==> config.mk <==
export PLATFORM = sky130hd
export DESIGN_NAME = pmlod_grow
export DESIGN_NICKNAME = d
export VERILOG_FILES = /design/src/rtl/core/pmlod_pkg.sv /design/src/rtl/core/pmlod_grow.sv
export SDC_FILE = /design/constraint.sdc
export NUM_CORES = 1
export LEC_CHECK = 0
export BUFFER_PORTS_ARGS = -buffer_cell sky130_fd_sc_hd__buf_2
export CORE_MARGIN = 2
export CORE_UTILIZATION = 30
export DETAILED_ROUTE_END_ITERATION = 10
export MAX_ROUTING_LAYER = met4
export PLACE_DENSITY = 0.45
export SLEW_MARGIN = 20
export SYNTH_ARGS = -nofsm -noshare
export SYNTH_HDL_FRONTEND = slang
export SYNTH_SLANG_ARGS = --single-unit
==> constraint.sdc <==
create_clock -name vclk -period 22
set_input_delay 1.1 -clock vclk [all_inputs]
set_output_delay 1.1 -clock vclk [all_outputs]
set_load 0.03 [all_outputs]
==> src/rtl/core/pmlod_pkg.sv <==
package pmlod_pkg;

    localparam int DEF_COLLAPSE_DEPTH = 4096;
    localparam int DEF_INDEX_DEPTH    = 16384;

    localparam logic [31:0] TERM = 32'hFFFF_FFFF;
    localparam logic [16:0] VMAX = 17'h1_FFFF;
    localparam logic [14:0] IMAX = 15'd32766;

    // 2^16 / 3 rounded up, exact for the 15-bit range
    localparam logic [14:0] RECIP3 = 15'd21846;

    localparam logic [1:0] MODE_LOAD_TAB = 2'd0;
    localparam logic [1:0] MODE_LOAD_IDX = 2'd1;
    localparam logic [1:0] MODE_SET_TGT  = 2'd2;
    localparam logic [1:0] MODE_READ     = 2'd3;

    localparam logic [1:0] REG_EXPLICIT = 2'd0;
    localparam logic [1:0] REG_FULL_V   = 2'd1;
    localparam logic [1:0] REG_ENTRIES  = 2'd2;
    localparam logic [1:0] REG_FULL_I   = 2'd3;

    typedef enum logic [4:0] {
        ST_IDLE,
        ST_RD,
        ST_FIN,
        ST_DEC,
        ST_F1,
        ST_F2,
        ST_F3,
        ST_FWS,
        ST_TR0,
        ST_TR1,
        ST_TR2,
        ST_TR3,
        ST_PR0,
        ST_PRS,
        ST_PRF,
        ST_BS1,
        ST_BNV,
        ST_BCHK,
        ST_BWS
    } state_t;

    function automatic logic [16:0] sat_v(input logic [31:0] v);
        return (v > {15'd0, VMAX}) ? VMAX : v[16:0];
    endfunction

endpackage

==> src/rtl/core/pmlod_grow.sv <==
module pmlod_grow
(
    input  logic [31:0] w,
    input  logic [14:0] ic,
    output logic [14:0] ic_out
);

    logic [29:0] prod;
    logic [13:0] quot;
    logic [14:0] grown;

    // floor(w / 3) by reciprocal, valid for w below 32766
    assign prod  = w[14:0] * pmlod_pkg::RECIP3;
    assign quot  = prod[29:16];
    assign grown = 15'(({1'b0, quot} + 15'd1) * 15'd3);

    always_comb
    begin
        if (w >= {17'd0, ic})
        begin
            if (w >= {17'd0, pmlod_pkg::IMAX})
            begin
                ic_out = pmlod_pkg::IMAX;
            end
            else
            begin
                ic_out = grown;
            end
        end
        else
        begin
            ic_out = ic;
        end
    end

endmodule

* Yosys cells after proc, flatten, opt, wreduce, memory -nomap -nowiden
Cells that the tools add are included.
** Storage, ports and cells
- Input bits :: 47
- Bits in registers :: 0
- Logic and storage cells :: 7
** Cells by class
- Multiplexer cells :: 2
- Multiply operators :: 2
- Add/subtract/negate cells :: 1
- Magnitude comparators :: 2
** Operators with widths (number)
- 32-bit by 15-bit greater-or-equal comparator with 1-bit output :: 1
- 32-bit by 15-bit greater-or-equal comparator with 1-bit output (second input constant) :: 1
- 15-bit two-way mux :: 2
- 15-bit by 14-bit multiplier with 29-bit output (second input constant) :: 1
- 14-bit by 1-bit adder with 15-bit output (second input constant) :: 1
- 15-bit by 2-bit multiplier with 15-bit output (second input constant) :: 1

* Longest topological paths before layout
Gate-level depths: netlist of the first run.
- Depth after elaboration :: 5
- Mapped depth :: 34
- Mapped depth without buffers :: 33

* Least setup slack after synthesis of the first run
No wires, ideal clock.
- Kind :: input -> output
- Start point :: in w[2]
- End point :: out ic_out[14]
- Path buffers :: 1
- Setup slack :: 12.493 ns
- Stages :: 34
- Arrival time :: 8.407 ns
- Path through :: ha_1 -> fa_1 -> inv_1 -> fa_1 -> inv_1 -> fa_1 -> inv_1 -> fa_1 -> inv_1 -> ha_1 -> ha_1 -> buf_2 -> a21oi_1 -> o211ai_1 -> a211oi_1 -> nor2_1 -> xor2_1 -> ha_1 -> nand2b_1 -> mux2i_1 -> nand4_1 -> nor2_1 -> xor2_1 -> ha_1 -> a21oi_1 -> nor2_1 -> a311oi_1 -> o2bb2ai_1 -> nand2_1 -> nand3_1 -> a21boi_0 -> o21ai_0 -> mux2i_1 -> a41oi_1
** On the way
- Word-level cells in the longest chain between the ends :: 5
** Ends and longest elaborated chain
- start, declared :: line pmlod_grow.sv:3 : input logic [31:0] w,
- 15-bit by 14-bit multiplier with 29-bit output :: line pmlod_grow.sv:13 : assign prod = w[14:0] * pmlod_pkg::RECIP3;
- 14-bit by 1-bit adder with 15-bit output :: line pmlod_grow.sv:15 : assign grown = 15'(({1'b0, quot} + 15'd1) * 15'd3);
- 15-bit by 2-bit multiplier with 15-bit output :: line pmlod_grow.sv:15
- 15-bit two-way mux :: line pmlod_grow.sv:21 : if (w >= {17'd0, pmlod_pkg::IMAX})
- 15-bit two-way mux * :: line pmlod_grow.sv:19 : if (w >= {17'd0, ic})
- end, declared :: line pmlod_grow.sv:5 : output logic [14:0] ic_out
Mark *: on every way between the ends. The rest lies on a longest branch, timed or not.

* Final worst setup path of the first run
- Start point :: in w[1]
- End point :: out ic_out[14]
Same word-level chain as after synthesis.

==> impl_metrics.ini, run 1 <==
[run_status]
status = completed

[timing]
slew_violations = 0
post-route-min-period_ns = 10.47
fmax_mhz = 95.5
hold_violations = 0
tightest_slew_ns = 1.01
rsz0062_at_grt = false
finalCritPeriodShare = 0.476
finalSetupViolations = 0
slew_headroom = 0.329
fin_setup_tns_ns = 0

[floorplan]
die_h_um = 139
start_util = 0.306
rows = 49
fp.dieW_um = 139
core_area_mm2 = 0.0180
ioPinCount = 62
dieArea_mm2 = 0.0194

[global_routing]
grt_max_degree = 16
grtUsageTotal = 0.181
antenna_found_initial = 0
overflow = 0
grt_pass1_vias = 5235
grt_pass1_wl_um = 27800

[layout]
nClkBuffers = 0
nNetsFinal = 966
seqCellArea_um2 = 0
design.seq.count = 0
antennaDiodeCount = 0
fin_util = 0.338
stdcell_area_mm2 = 0.00607
syn_to_final_growth_pct = 10.3
drive_above_1_share = 0.107
fill_cells = 1912

[synth]
synth_cell_types = 61
yosysWarnings = 0
synth_top_area_frac = 0.280
netlist_area_mm2 = 0.00550
yosys.area_share.simple = 0.116
syn_inst = 676
muxShareOfSynthArea = 0.00750
synth_common_cells = inv_1 (168), ha_1 (123), fa_1 (64)
syn_avg_cell_area_um2 = 8.14
synthAdderAreaFrac = 0.512
synth_xor_area_frac = 0.0677
synth_area_leaders = ha_1 (28%), fa_1 (23%), inv_1 (11%)
synth_fp_nets = 910
synth-seq-area-share = 0
synth_compound_area_frac = 0.173
yosys.area.top_type = ha_1
synth_top_family_by_area = adder cells
yosysMostFrequentCell = inv_1

[clock_tree]
cts_resized = 0
post_cts_buffers = 0
cts_hold_buf = 0

[placed_design]
dpl.hpwl_um = 15100
io_buffer_count = 62
place_area_mm2 = 0.00607
gp_congestion = 0.927

[min_path]
holdCritStartpoint = ic[8]
min_to = ic_out[8]
hold_depth = 4
hp-class = in2out

[critical_path]
arrival_ns = 9.37
cp_slowest_stage_delay_ns = 0.53
worstPathMaxFanout = 6
start_kind = input port
crit_top_cell = fa_1
critPathCaptureType = output port
critical_path_class = in2out
crit_required_ns = 20.90
crit_slowest_cell = fa_1

[route]
routed-via-count = 4838
ant_nets = 0
routed_wl_um = 16600
firstDrtPassIters = 7
drc = 0
first_iter_violations = 299
wire_per_inst_um = 17.3
routed_via_density = 5.04

[run]
cap_violations = 0
==> cell usage in the layout, fill, tap and decap left out, types with 12 or more instances in the layout <==
master,instances
nand2_1,30
ha_1,123
nand3_1,15
a31oi_1,16
xor2_1,18
xnor2_1,19
fa_1,64
o21ai_0,26
inv_1,168
buf_2,62
nor2_1,24
a21o_1,12
a21oi_1,46
==> critical path: cells and delay by family <==
| family | cells | cell delay, ns |
|---|---|---|
| adders and majority gates | 9 | 3.72 |
| AOI/OAI and AO/OA | 9 | 2.04 |
| and+or+nand+nor | 7 | 0.86 |
| buffers and inverters | 6 | 0.62 |
| xor gates and xnor gates | 2 | 0.54 |
| muxes | 2 | 0.48 |
==> per-layer routing <==
metal | vias up | track usage | share of wire
li1 | 2380 | - | -
met1 | 2331 | 0.230 | 0.44
met2 | 109 | 0.318 | 0.49
met3 | 18 | 0.00585 | 0.032
met4 | 0 | 0.0478 | 0.035
met5 | - | - | 0
==> worst max path at each step <==
stage	slack (ns)	from	to	cells past startpoint
floorplan	12.49	w[2]	ic_out[14]	34
global placement	11.79	w[2]	ic_out[14]	35
detailed placement	11.59	w[1]	ic_out[14]	35
CTS	11.51	w[1]	ic_out[14]	35
global route	10.79	w[6]	ic_out[14]	35
finish	11.53	w[1]	ic_out[14]	35
==> kinds of logic after synthesis <==
group / Yosys count
AOI/OAI and AO/OA: 144
xor gates and xnor gates: 40
adders and majority gates: 187
buffers and inverters: 178
muxes: 4
and+or+nand+nor: 123
==> through the flow <==
stage               hold slack (ns)  std cells  setup slack (ns)
finish                         2.67        959             11.53
global route                   2.70        959             10.79
CTS                            2.67        959             11.51
detailed placement             2.67        959             11.59
global placement               2.67        959             11.79
floorplan                      2.43        676             12.49
==> area by class of cell <==
cell class         count  area, µm²  share of cell area
inverters            168        631               0.104
repair buffers        64        325              0.0536
well taps            229        287              0.0472
multi-input cells    498       4830               0.795
Power of run 1 is left out: the tool's default activity adds up to more than one toggle a clock period on the data nets, which glitch-free logic cannot reach.
==> run 2: changes to the inputs <==
--- a/config.mk
+++ b/config.mk
@@ -5,6 +5,7 @@
 export SDC_FILE = /design/constraint.sdc
 export NUM_CORES = 1
 export LEC_CHECK = 0
+export ABC_AREA = 1
 export BUFFER_PORTS_ARGS = -buffer_cell sky130_fd_sc_hd__buf_2
 export CORE_MARGIN = 2
 export CORE_UTILIZATION = 30
==> constraint.sdc (replaced) <==
create_clock -name vclk -period 10
set_input_delay 0.5 -clock vclk [all_inputs]
set_output_delay 0.5 -clock vclk [all_outputs]
set_load 0.03 [all_outputs]
==> impl_metrics.ini, run 2 <==
[critical_path]
critPathCaptureType = output port
cp_slowest_stage_delay_ns = 0.53
worstPathMaxFanout = 7
worst-path-buf-inv = 8
arrival_ns = 7.74
crit_required_ns = 9.50
startpoint = w[1]
cp_top_family = adder cells
start_kind = input port
critical_path_class = in2out
crit_slowest_cell = fa_1
crit_top_cell = nand2_1

[global_routing]
grt_max_degree = 14
grt_pass1_vias = 5561
antenna_found_initial = 0
grt_pass1_wl_um = 29000
overflow = 0
grtUsageTotal = 0.172

[timing]
finalCritPeriodShare = 0.824
post-route-min-period_ns = 8.24
slew_headroom = 0.746
hold_slack_ns = 1.38
rsz0062_at_grt = false
hold_violations = 0
fin_setup_tns_ns = 0
slew_violations = 0
finalSetupViolations = 0
fmax_mhz = 121
tightest_slew_ns = 0.377

[route]
firstDrtPassIters = 4
wl_met2_um = 7740
routed_wl_um = 17200
wire_per_inst_um = 13.7
routed_via_density = 4.32
drc = 0
wl_met1_um = 8810
first_iter_violations = 183
routed-via-count = 5405
routed.top_layer = met4
dr_wl_met3_um = 374
ant_nets = 0

[placed_design]
place_area_mm2 = 0.00680
gp_congestion = 0.839
dpl.hpwl_um = 16200
io_buffer_count = 62

[synth]
yosys.area_share.simple = 0.279
yosysMostFrequentCell = inv_1
synth_top_family_by_area = adder cells
synth_common_cells = inv_1 (267), nand2_1 (218), ha_1 (123)
synth_top_area_frac = 0.250
synth-seq-area-share = 0
yosysWarnings = 0
synth_area_leaders = ha_1 (25%), fa_1 (21%), inv_1 (16%)
syn_inst = 920
synth_xor_area_frac = 0.0311
muxShareOfSynthArea = 0
synth_compound_area_frac = 0.0638
synthAdderAreaFrac = 0.458
syn_avg_cell_area_um2 = 6.70
netlist_area_mm2 = 0.00616
synth_fp_nets = 1154
yosys.area.top_type = ha_1
synth_cell_types = 36

[run]
cap_violations = 0

[layout]
design.seq.count = 0
nClkBuffers = 0
antennaDiodeCount = 0
drive_above_1_share = 0.128
stdcell_area_mm2 = 0.00680
layout_common_cells = inv_1 (267), nand2_1 (218), ha_1 (123)
seqCellArea_um2 = 0
mostFrequentLayoutCell = inv_1
nNetsFinal = 1216
syn_to_final_growth_pct = 10.4
fin_util = 0.337

[floorplan]
die_h_um = 147
fp.dieW_um = 147
dieArea_mm2 = 0.0217
rows = 52
ioPinCount = 62
core_area_mm2 = 0.0202
start_util = 0.306

[min_path]
hp-class = in2out
holdCritStartpoint = ic[12]

[clock_tree]
cts_hold_buf = 0
cts_resized = 0
post_cts_buffers = 0

[run_status]
status = completed
run 2: changes by cell type in the layout (fill, tap and decap cells not counted), moves of 8 or more:
| cell | delta |
|---|---|
| nand2_2 | +25 |
| o21ai_0 | -16 |
| a31oi_1 | -16 |
| a21oi_1 | -13 |
| nand2_1 | +188 |
| a22oi_1 | +9 |
| inv_1 | +99 |
| a21o_1 | -9 |
| nor2_1 | +11 |
| xnor2_1 | -13 |
| nand3_1 | +19 |
| nand2b_1 | -8 |
| nor2_4 | +9 |
| nor2_2 | +9 |
run 2: tightest hold or removal path: cells and delay by family:
| kind | cells | cell delay, ns |
|---|---|---|
| buffers and inverters | 3 | 0.32 |
| AOI/OAI and AO/OA | 1 | 0.06 |
run 2: through the flow:
| stage | worst slack (ns) | std cells |
|---|---|---|
| after floorplan | 2.57 | 920 |
| after global placement | 1.90 | 1250 |
| after detailed placement | 1.71 | 1250 |
| after CTS | 1.69 | 1250 |
| after global routing | 1.05 | 1250 |
| final | 1.76 | 1250 |
run 2: path summary, 6_finish.rpt:
| kind | endpoint | slack, ns | depth (start not counted) |
|---|---|---|---|
| worst max-delay path | ic_out[13] | 1.76 | 39 |
| worst min-delay path | ic_out[12] | 1.38 | 4 |
run 2: cell type report:
| cell class | count | area [µm²] |
|---|---|---|
| Multi-Input combinational cell | 644 | 5130 |
| Fill cell | 2271 | 13400 |
| Timing Repair Buffer | 62 | 310 |
| Inverter | 274 | 1030 |
| Tap cell | 270 | 338 |
run 2: logic make-up after synthesis:
logic type      count (synthesis)
simple gates                  369
buf+inv                       276
fa+ha+maj                     187
compound gates                 67
xor+xnor                       21
run 2: routing by layer:
layer / track usage / vias up
met2: 0.281 / 61
met4: 0.0188 / 0
met5: - / -
li1: - / 2911
met1: 0.245 / 2425
met3: 0.00683 / 8
Power of run 2 is left out for the same reason.
